$ cat src/design/lei_pkg.sv
// lorenz euler integrator package: fixed-point constants, reset values,
// sequencer codes and saturating arithmetic helpers
// no dependencies
`timescale 1ns / 1ps

package lei_pkg;

   localparam int FRAC_BITS = 24;
   localparam int DATA_W    = 32;
   localparam int OPND_W    = DATA_W + 1;
   localparam int PROD_W    = 2 * OPND_W;
   localparam int CSR_IDX_W = 3;

   localparam logic signed [DATA_W-1:0] Q_MAX = {1'b0, {(DATA_W-1){1'b1}}};
   localparam logic signed [DATA_W-1:0] Q_MIN = {1'b1, {(DATA_W-1){1'b0}}};

   localparam logic [63:0] BETA_RST_WIDE =
      ((64'd26666 << FRAC_BITS) + 64'd5000) / 64'd10000;

   localparam logic signed [DATA_W-1:0] SIGMA_RST = DATA_W'(64'd10 << FRAC_BITS);
   localparam logic signed [DATA_W-1:0] BETA_RST  = BETA_RST_WIDE[DATA_W-1:0];
   localparam logic signed [DATA_W-1:0] RHO_RST   = DATA_W'(64'd28 << FRAC_BITS);
   localparam logic [DATA_W-1:0]        DT_RST    = 32'd4294967;
   localparam logic signed [DATA_W-1:0] START_RST = DATA_W'(64'd1 << FRAC_BITS);

   typedef enum logic [1:0] {
      ST_IDLE,
      ST_RUN,
      ST_DONE
   } state_type;

   typedef enum logic [2:0] {
      OP_DX,
      OP_DY,
      OP_XY,
      OP_DZ,
      OP_NX,
      OP_NY,
      OP_NZ,
      OP_END
   } op_type;

   typedef enum logic [CSR_IDX_W-1:0] {
      CSR_SIGMA,
      CSR_BETA,
      CSR_RHO,
      CSR_TIME_STEP,
      CSR_START_X,
      CSR_START_Y,
      CSR_START_Z
   } csr_idx_type;

   function automatic logic signed [DATA_W-1:0] sat_wide(input logic signed [PROD_W-1:0] v);
      logic signed [PROD_W-1:0] hi;
      logic signed [PROD_W-1:0] lo;
      hi = PROD_W'(Q_MAX);
      lo = PROD_W'(Q_MIN);
      if (v > hi) begin
         return Q_MAX;
      end else if (v < lo) begin
         return Q_MIN;
      end
      return v[DATA_W-1:0];
   endfunction

   function automatic logic signed [DATA_W-1:0] sat_narrow(input logic signed [OPND_W-1:0] v);
      if (v[OPND_W-1] != v[OPND_W-2]) begin
         return v[OPND_W-1] ? Q_MIN : Q_MAX;
      end
      return v[DATA_W-1:0];
   endfunction

   function automatic logic signed [DATA_W-1:0] sat_sub(input logic signed [DATA_W-1:0] a,
                                                       input logic signed [DATA_W-1:0] b);
      logic signed [OPND_W-1:0] d;
      d = {a[DATA_W-1], a} - {b[DATA_W-1], b};
      return sat_narrow(d);
   endfunction

   function automatic logic signed [DATA_W-1:0] sat_add(input logic signed [DATA_W-1:0] a,
                                                       input logic signed [DATA_W-1:0] b);
      logic signed [OPND_W-1:0] s;
      s = {a[DATA_W-1], a} + {b[DATA_W-1], b};
      return sat_narrow(s);
   endfunction

   // fixed-point product: floor shift by the fraction width, then saturate
   function automatic logic signed [DATA_W-1:0] mulq_post(input logic signed [PROD_W-1:0] p);
      logic signed [PROD_W-1:0] sh;
      sh = p >>> FRAC_BITS;
      return sat_wide(sh);
   endfunction

endpackage

$ cat src/design/lorenz_euler_integrator_unit.sv
// lorenz euler integrator top level: csr bank, step sequencer, shared
// multiplier with post stage, and result register; uses lei_pkg
`timescale 1ns / 1ps
//
//   channel   direction   handshake          payload
//   req       in          req_valid/stall    req_restart
//   rsp       out         rsp_valid/stall    rsp_point_x, rsp_point_y, rsp_point_z
//   csr       in          csr_valid/ready    csr_index, csr_wdata
//
// an euler step goes from accept through slots DX, DY, XY, DZ, NX, NY, NZ, END
// on the shared 33x33 multiplier and its post stage, then hands the point to
// the result register; a restart beat loads the start point and hands it on
// req_stall is high from accept until the point moves to the result register
// the result register holds a finished beat while the next one is accepted
// reset loads the default coefficients and start point 1.0, 1.0, 1.0

module lorenz_euler_integrator_unit
   import lei_pkg::*;
(
   input  logic                     clock,
   input  logic                     reset,
   input  logic                     req_valid,
   output logic                     req_stall,
   input  logic                     req_restart,
   output logic                     rsp_valid,
   input  logic                     rsp_stall,
   output logic signed [DATA_W-1:0] rsp_point_x,
   output logic signed [DATA_W-1:0] rsp_point_y,
   output logic signed [DATA_W-1:0] rsp_point_z,
   input  logic                     csr_valid,
   output logic                     csr_ready,
   input  logic [CSR_IDX_W-1:0]     csr_index,
   input  logic [DATA_W-1:0]        csr_wdata
);

   state_type state_ff, state_in;
   op_type    op_ff, op_in, post_op;

   logic signed [DATA_W-1:0] sigma_ff, beta_ff, rho_ff;
   logic        [DATA_W-1:0] dt_ff;
   logic signed [DATA_W-1:0] start_x_ff, start_y_ff, start_z_ff;

   logic signed [DATA_W-1:0] pos_x_ff, pos_x_in, pos_y_ff, pos_y_in, pos_z_ff, pos_z_in;
   logic signed [DATA_W-1:0] diff_yx_ff, diff_yx_in, diff_rz_ff, diff_rz_in;
   logic signed [DATA_W-1:0] dx_ff, dx_in, dy_ff, dy_in, m3_ff, m3_in, dz_ff, dz_in;
   logic signed [OPND_W-1:0] mul_a, mul_b;
   logic signed [PROD_W-1:0] prod_ff;
   logic signed [DATA_W-1:0] prod_q;

   logic                     rsp_valid_ff, rsp_valid_in;
   logic signed [DATA_W-1:0] rsp_x_ff, rsp_x_in, rsp_y_ff, rsp_y_in, rsp_z_ff, rsp_z_in;

   logic req_accept;
   logic csr_write;

   assign req_stall   = (state_ff != ST_IDLE);
   assign req_accept  = req_valid && !req_stall;
   assign csr_ready   = 1'b1;
   assign csr_write   = csr_valid && csr_ready;
   assign rsp_valid   = rsp_valid_ff;
   assign rsp_point_x = rsp_x_ff;
   assign rsp_point_y = rsp_y_ff;
   assign rsp_point_z = rsp_z_ff;

   // csr bank
   always_ff @(posedge clock) begin
      if (reset) begin
         sigma_ff   <= SIGMA_RST;
         beta_ff    <= BETA_RST;
         rho_ff     <= RHO_RST;
         dt_ff      <= DT_RST;
         start_x_ff <= START_RST;
         start_y_ff <= START_RST;
         start_z_ff <= START_RST;
      end else if (csr_write) begin
         unique case (csr_index)
            CSR_SIGMA:     sigma_ff   <= csr_wdata;
            CSR_BETA:      beta_ff    <= csr_wdata;
            CSR_RHO:       rho_ff     <= csr_wdata;
            CSR_TIME_STEP: dt_ff      <= csr_wdata;
            CSR_START_X:   start_x_ff <= csr_wdata;
            CSR_START_Y:   start_y_ff <= csr_wdata;
            CSR_START_Z:   start_z_ff <= csr_wdata;
            default: ;
         endcase
      end
   end

   // shared multiplier operand select
   always_comb begin
      case (op_ff)
         OP_DX:   begin mul_a = OPND_W'(sigma_ff); mul_b = OPND_W'(diff_yx_ff); end
         OP_DY:   begin mul_a = OPND_W'(pos_x_ff); mul_b = OPND_W'(diff_rz_ff); end
         OP_XY:   begin mul_a = OPND_W'(pos_x_ff); mul_b = OPND_W'(pos_y_ff);   end
         OP_DZ:   begin mul_a = OPND_W'(beta_ff);  mul_b = OPND_W'(pos_z_ff);   end
         OP_NX:   begin mul_a = {1'b0, dt_ff};     mul_b = OPND_W'(dx_ff);      end
         OP_NY:   begin mul_a = {1'b0, dt_ff};     mul_b = OPND_W'(dy_ff);      end
         OP_NZ:   begin mul_a = {1'b0, dt_ff};     mul_b = OPND_W'(dz_ff);      end
         default: begin mul_a = '0;                mul_b = '0;                  end
      endcase
   end

   assign post_op = op_type'(op_ff - 3'd1);
   assign prod_q  = mulq_post(prod_ff);

   always_comb begin
      state_in     = state_ff;
      op_in        = op_ff;
      pos_x_in     = pos_x_ff;
      pos_y_in     = pos_y_ff;
      pos_z_in     = pos_z_ff;
      diff_yx_in   = diff_yx_ff;
      diff_rz_in   = diff_rz_ff;
      dx_in        = dx_ff;
      dy_in        = dy_ff;
      m3_in        = m3_ff;
      dz_in        = dz_ff;
      rsp_valid_in = rsp_valid_ff && rsp_stall;
      rsp_x_in     = rsp_x_ff;
      rsp_y_in     = rsp_y_ff;
      rsp_z_in     = rsp_z_ff;

      unique case (state_ff)
         ST_IDLE: begin
            op_in = OP_DX;
            if (req_accept) begin
               if (req_restart) begin
                  pos_x_in = start_x_ff;
                  pos_y_in = start_y_ff;
                  pos_z_in = start_z_ff;
                  state_in = ST_DONE;
               end else begin
                  diff_yx_in = sat_sub(pos_y_ff, pos_x_ff);
                  diff_rz_in = sat_sub(rho_ff, pos_z_ff);
                  state_in   = ST_RUN;
               end
            end
         end
         ST_RUN: begin
            // post stage finishes the product registered for the previous slot
            case (post_op)
               OP_DX:   dx_in    = prod_q;
               OP_DY:   dy_in    = sat_sub(prod_q, pos_y_ff);
               OP_XY:   m3_in    = prod_q;
               OP_DZ:   dz_in    = sat_sub(m3_ff, prod_q);
               OP_NX:   pos_x_in = sat_add(pos_x_ff, prod_ff[2*DATA_W-1:DATA_W]);
               OP_NY:   pos_y_in = sat_add(pos_y_ff, prod_ff[2*DATA_W-1:DATA_W]);
               OP_NZ:   pos_z_in = sat_add(pos_z_ff, prod_ff[2*DATA_W-1:DATA_W]);
               default: ;
            endcase
            if (op_ff == OP_END) begin
               state_in = ST_DONE;
               op_in    = OP_DX;
            end else begin
               op_in = op_type'(op_ff + 3'd1);
            end
         end
         ST_DONE: begin
            if (!rsp_valid_ff || !rsp_stall) begin
               rsp_valid_in = 1'b1;
               rsp_x_in     = pos_x_ff;
               rsp_y_in     = pos_y_ff;
               rsp_z_in     = pos_z_ff;
               state_in     = ST_IDLE;
            end
         end
         default: state_in = ST_IDLE;
      endcase
   end

   always_ff @(posedge clock) begin
      if (reset) begin
         state_ff     <= ST_IDLE;
         op_ff        <= OP_DX;
         rsp_valid_ff <= 1'b0;
         pos_x_ff     <= START_RST;
         pos_y_ff     <= START_RST;
         pos_z_ff     <= START_RST;
      end else begin
         state_ff     <= state_in;
         op_ff        <= op_in;
         rsp_valid_ff <= rsp_valid_in;
         pos_x_ff     <= pos_x_in;
         pos_y_ff     <= pos_y_in;
         pos_z_ff     <= pos_z_in;
      end
   end

   always_ff @(posedge clock) begin
      prod_ff    <= mul_a * mul_b;
      diff_yx_ff <= diff_yx_in;
      diff_rz_ff <= diff_rz_in;
      dx_ff      <= dx_in;
      dy_ff      <= dy_in;
      m3_ff      <= m3_in;
      dz_ff      <= dz_in;
      rsp_x_ff   <= rsp_x_in;
      rsp_y_ff   <= rsp_y_in;
      rsp_z_ff   <= rsp_z_in;
   end

   // a new result beat only comes out of the completion state
   a_rsp_from_done: assert property (@(posedge clock) disable iff (reset)
      $rose(rsp_valid) |-> $past(state_ff == ST_DONE))
      else $error("result beat raised outside completion state");

   a_run_steps: assert property (@(posedge clock) disable iff (reset)
      (state_ff == ST_RUN && op_ff != OP_END) |=> (state_ff == ST_RUN && op_ff == $past(op_ff) + 3'd1))
      else $error("sequencer skipped a multiplier slot");

   a_run_ends: assert property (@(posedge clock) disable iff (reset)
      (state_ff == ST_RUN && op_ff == OP_END) |=> state_ff == ST_DONE)
      else $error("sequencer did not finish after last slot");

   a_restart_load: assert property (@(posedge clock) disable iff (reset)
      (req_accept && req_restart) |=> (pos_x_ff == $past(start_x_ff) &&
                                       pos_y_ff == $past(start_y_ff) &&
                                       pos_z_ff == $past(start_z_ff)))
      else $error("restart did not load start point");

   a_pos_stable_idle: assert property (@(posedge clock) disable iff (reset)
      (state_ff == ST_IDLE && !req_accept) |=> $stable(pos_x_ff) && $stable(pos_z_ff))
      else $error("position moved while idle");

endmodule

$ cat config.mk
export PLATFORM = sky130hd
export DESIGN_NAME = lorenz_euler_integrator_unit
export DESIGN_NICKNAME = d
export VERILOG_FILES = /design/src/design/lei_pkg.sv /design/src/design/lorenz_euler_integrator_unit.sv
export SDC_FILE = /design/constraint.sdc
export NUM_CORES = 2
export LEC_CHECK = 0
export ABC_AREA = 0
export BUFFER_PORTS_ARGS = -buffer_cell sky130_fd_sc_hd__buf_2
export CAP_MARGIN = 10
export CELL_PAD_IN_SITES_DETAIL_PLACEMENT = 0
export CELL_PAD_IN_SITES_GLOBAL_PLACEMENT = 1
export CORE_MARGIN = 4
export CORE_UTILIZATION = 51
export CTS_CLUSTER_SIZE = 14
export DETAILED_ROUTE_END_ITERATION = 8
export PLACE_DENSITY = 0.92
export SLEW_MARGIN = 5
export SYNTH_ARGS = -nofsm -noshare
export SYNTH_HDL_FRONTEND = slang
export SYNTH_SLANG_ARGS = --single-unit
$ cat constraint.sdc
create_clock -name clock -period 12.2 [get_ports clock]
set_clock_uncertainty 0.15 [all_clocks]
set_input_delay 3.66 -clock clock [delete_from_list [all_inputs] [get_ports clock]]
set_output_delay 3.66 -clock clock [all_outputs]
set_load 0.01 [all_outputs]
==> summary.txt <==
Status = finished, final reports clean
Maximum root-to-sink buffer count = 3
CP Launch Type = flop
Total power divided by cell area = 237 nW/µm²
TritonCTS clock tree = yes
Synth top area share = 31.4%
Cell Count, Final, Fillers Out = 10000
Synthesized area per cell = 9.15 µm²
Synth-to-layout area growth = 8.80%
Total power draw = 0.0189 W
Post-Syn Area = 73400 µm²
Post-synth EDFFs = 288
Slowest stage cell, crit path = a221o_1
Worst vdd ir = 0.406 mV
Setup ws final = 0.397 ns
Max-cap violations = 0
Sequential share of the synthesized area = 21.8%
Endpoints failing setup = 0
CTS sink count = 656
Vias per cell = 6.16
Clock root cell = clkbuf_16
Distinct cells, synth = 106
Vias in the first global route = 60800
Asr flop ratio synth = 0%
Crit share post-route = 96.7%
CTS Hold Bufs = 0
Final hold viol count = 0
Data required, critical path = 12.65 ns
Most frequent cells in the layout = 1302 x inv_1, 1221 x nand2_1, 1151 x fa_1, 647 x nor2_1, 517 x a21oi_1
IO Port Bufs = 138
R2R Setup Slk = 0.40 ns
Syn Inst Count = 8024
Slowest cell delay on critical path = 1.00 ns
Synthesized Nets = 9661
Critical Path AT = 12.25 ns
Setup tns final = 0 ns
Register area = 16000 µm²
Post-Place Worst Slack = 0.850 ns
Setup bufs post-CTS = 0
Max transition margin = 5.98%
TritonRoute pass-1 iters = 9
Gp weighted congestion = 1.03
CTS Buf Count = 69
Worst-Skew Late Latency = 0.69 ns
Filler cells = 12700
Commonest non-fill, non-tap cell in the layout = inv_1
Slew at the pin closest to its max-slew limit = 1.41 ns
Crit. End Element = flop
Synth Register Bits = 656
Final Max Slew Viols = 0
Max Freq = 84.7 MHz
Sw frac = 51.2%
Main synth FF type = dfxtp_1
Core area = 142000 µm²
Initial antenna violation count = 30
Tmin final = 11.80 ns
RSZ-0062 raised after global routing = no
Die height = 387 µm
Remaining DRCs = 0
Fin nets = 9713
FP Rows = 138
Critical-path maximum fanout = 31
Most used cell, CP = fa_1
Pleak = 36.3 nW
Htree depth = 3
Largest net degree at the start of global routing = 194
Cell taking the most area after synthesis = fa_1
Placed insts = 9895
Multi-input logic area = 51500 µm²
WL final = 272 mm
Largest cells by area after synthesis = fa_1 31%, edfxtp_1 12%, dfxtp_1 10%
Via Count = 61800
Initial core utilization = 51.6%
DR WL/cell = 27.1 µm
Gates resized, CTS repair = 0
First-pass GRT wire length = 399 mm
I/O Pins = 140
Die Width = 387 µm
Logic gate share of total power = 71.2%
Reg clk slew, reported paths = 0.06 ns
Cell internal pwr = 0.00923 W
Psw = 0.00968 W
Share of layout cells above drive strength 1 = 7.76%
Final HPWL DP = 210 mm
Sequential power share = 16.8%
Clock power frac = 12.0%
Yosys Warn Count = 0
ANT nets after route = 0
Gr ovfl total = 0
GRT Total Usage = 35.8%
Worst hold path type = flop to flop
Die area = 150000 µm²
Initial DRC count = 7625
CP Class = flop to flop
Worst hold slack = 0.304 ns
path summary, 6_finish.rpt:
path | startpoint | to | cells after the start
max | op_ff[0] | prod_ff[58] | 32
min | start_y_ff[19] | start_y_ff[19] | 2
max reg2reg | op_ff[0] | prod_ff[58] | 32
min reg2reg | start_y_ff[19] | start_y_ff[19] | 2
layout make-up:
type	count	area share, %
clock buffers	91	2.43
repair buffers	380	3.27
inverters	1303	6.13
diodes	10	0.0313
well taps	1890	2.96
clock inverters	35	0.577
multi-input cells	5666	64.5
flip-flops and latches	656	20.1
registers in the layout (all words and copies together) (netlist names), 2 cells and up:
name	count
prod_ff	42
beta_ff	32
diff_rz_ff	32
diff_yx_ff	32
dt_ff	32
dx_ff	32
dy_ff	32
dz_ff	32
m3_ff	32
pos_x_ff	32
pos_y_ff	32
pos_z_ff	32
rho_ff	32
rsp_point_x	32
rsp_point_y	32
rsp_point_z	32
sigma_ff	32
start_x_ff	32
start_y_ff	32
start_z_ff	32
op_ff	3
state_ff	2
power groups by stage:
stage | combinational, W | clock, W | sequential (W)
final | 0.0135 | 0.00227 | 0.00318
after global routing | 0.0147 | 0.00236 | 0.00314
after CTS | 0.0133 | 0.00227 | 0.00314
after detailed placement | 0.0132 | 0 | 0.00318
after global placement | 0.0130 | 0 | 0.00318
after floorplan | 0.00933 | 0 | 0.00291
worst max-delay path, delay by kind of cell, from the launching register on:
kind                       cells  cell delay (ns)
AOI/OAI and AO/OA              9             3.87
xor gates and xnor gates       1             0.18
adders and majority gates     10             4.86
buffers and inverters          8             1.07
DFF                            1             0.37
and+or+nand+nor                4             1.17
cells by family (layout without fill, tap and decap cells):
group	Yosys count	after routing	share of synthesized area (%)
XOR/XNOR	239	239	2.86
AO/OA/AOI/OAI	1432	1432	13.1
buffers and inverters	1702	1809	8.76
flip-flops	656	656	21.8
multiplexers	10	10	0.143
AND/OR/NAND/NOR	2306	2306	13.2
adder cells (fa/ha/maj)	1678	1678	40.1
other	1	11	0.00511
synthesized netlist by cell type, types with 34 or more instances:
master	instances
inv_1	1302
nand2_1	1221
fa_1	1152
nor2_1	654
a21oi_1	526
ha_1	444
clkbuf_1	368
dfxtp_1	368
edfxtp_1	288
o21ai_0	188
xnor2_1	159
a21o_1	144
maj3_1	80
xor2_1	79
a221oi_1	67
nand2b_1	64
nor3_1	61
and2_1	57
nand3_1	50
a221o_1	49
a222oi_1	47
o21a_1	46
a211oi_1	36
o21bai_1	36
nand3b_1	35
and3_1	34
stage by stage:
| stage | instance area (µm²) | util [%] |
|---|---|---|
| finish | 79800 | 56.1 |
| global route | 79800 | 56.1 |
| CTS | 79800 | 56.1 |
| detailed placement | 77400 | 54.4 |
| global placement | 77400 | 54.4 |
| floorplan | 73400 | - |
routing by layer:
layer  track usage [%]  routed length (µm)  vias up
li1                  -                   -    26100
met1              47.1              100000    30600
met2              52.1              113000     4126
met3              12.0               38400     1004
met4              20.0               20200       26
met5                 0                 207        -
(Power assumes the default switching activity.)
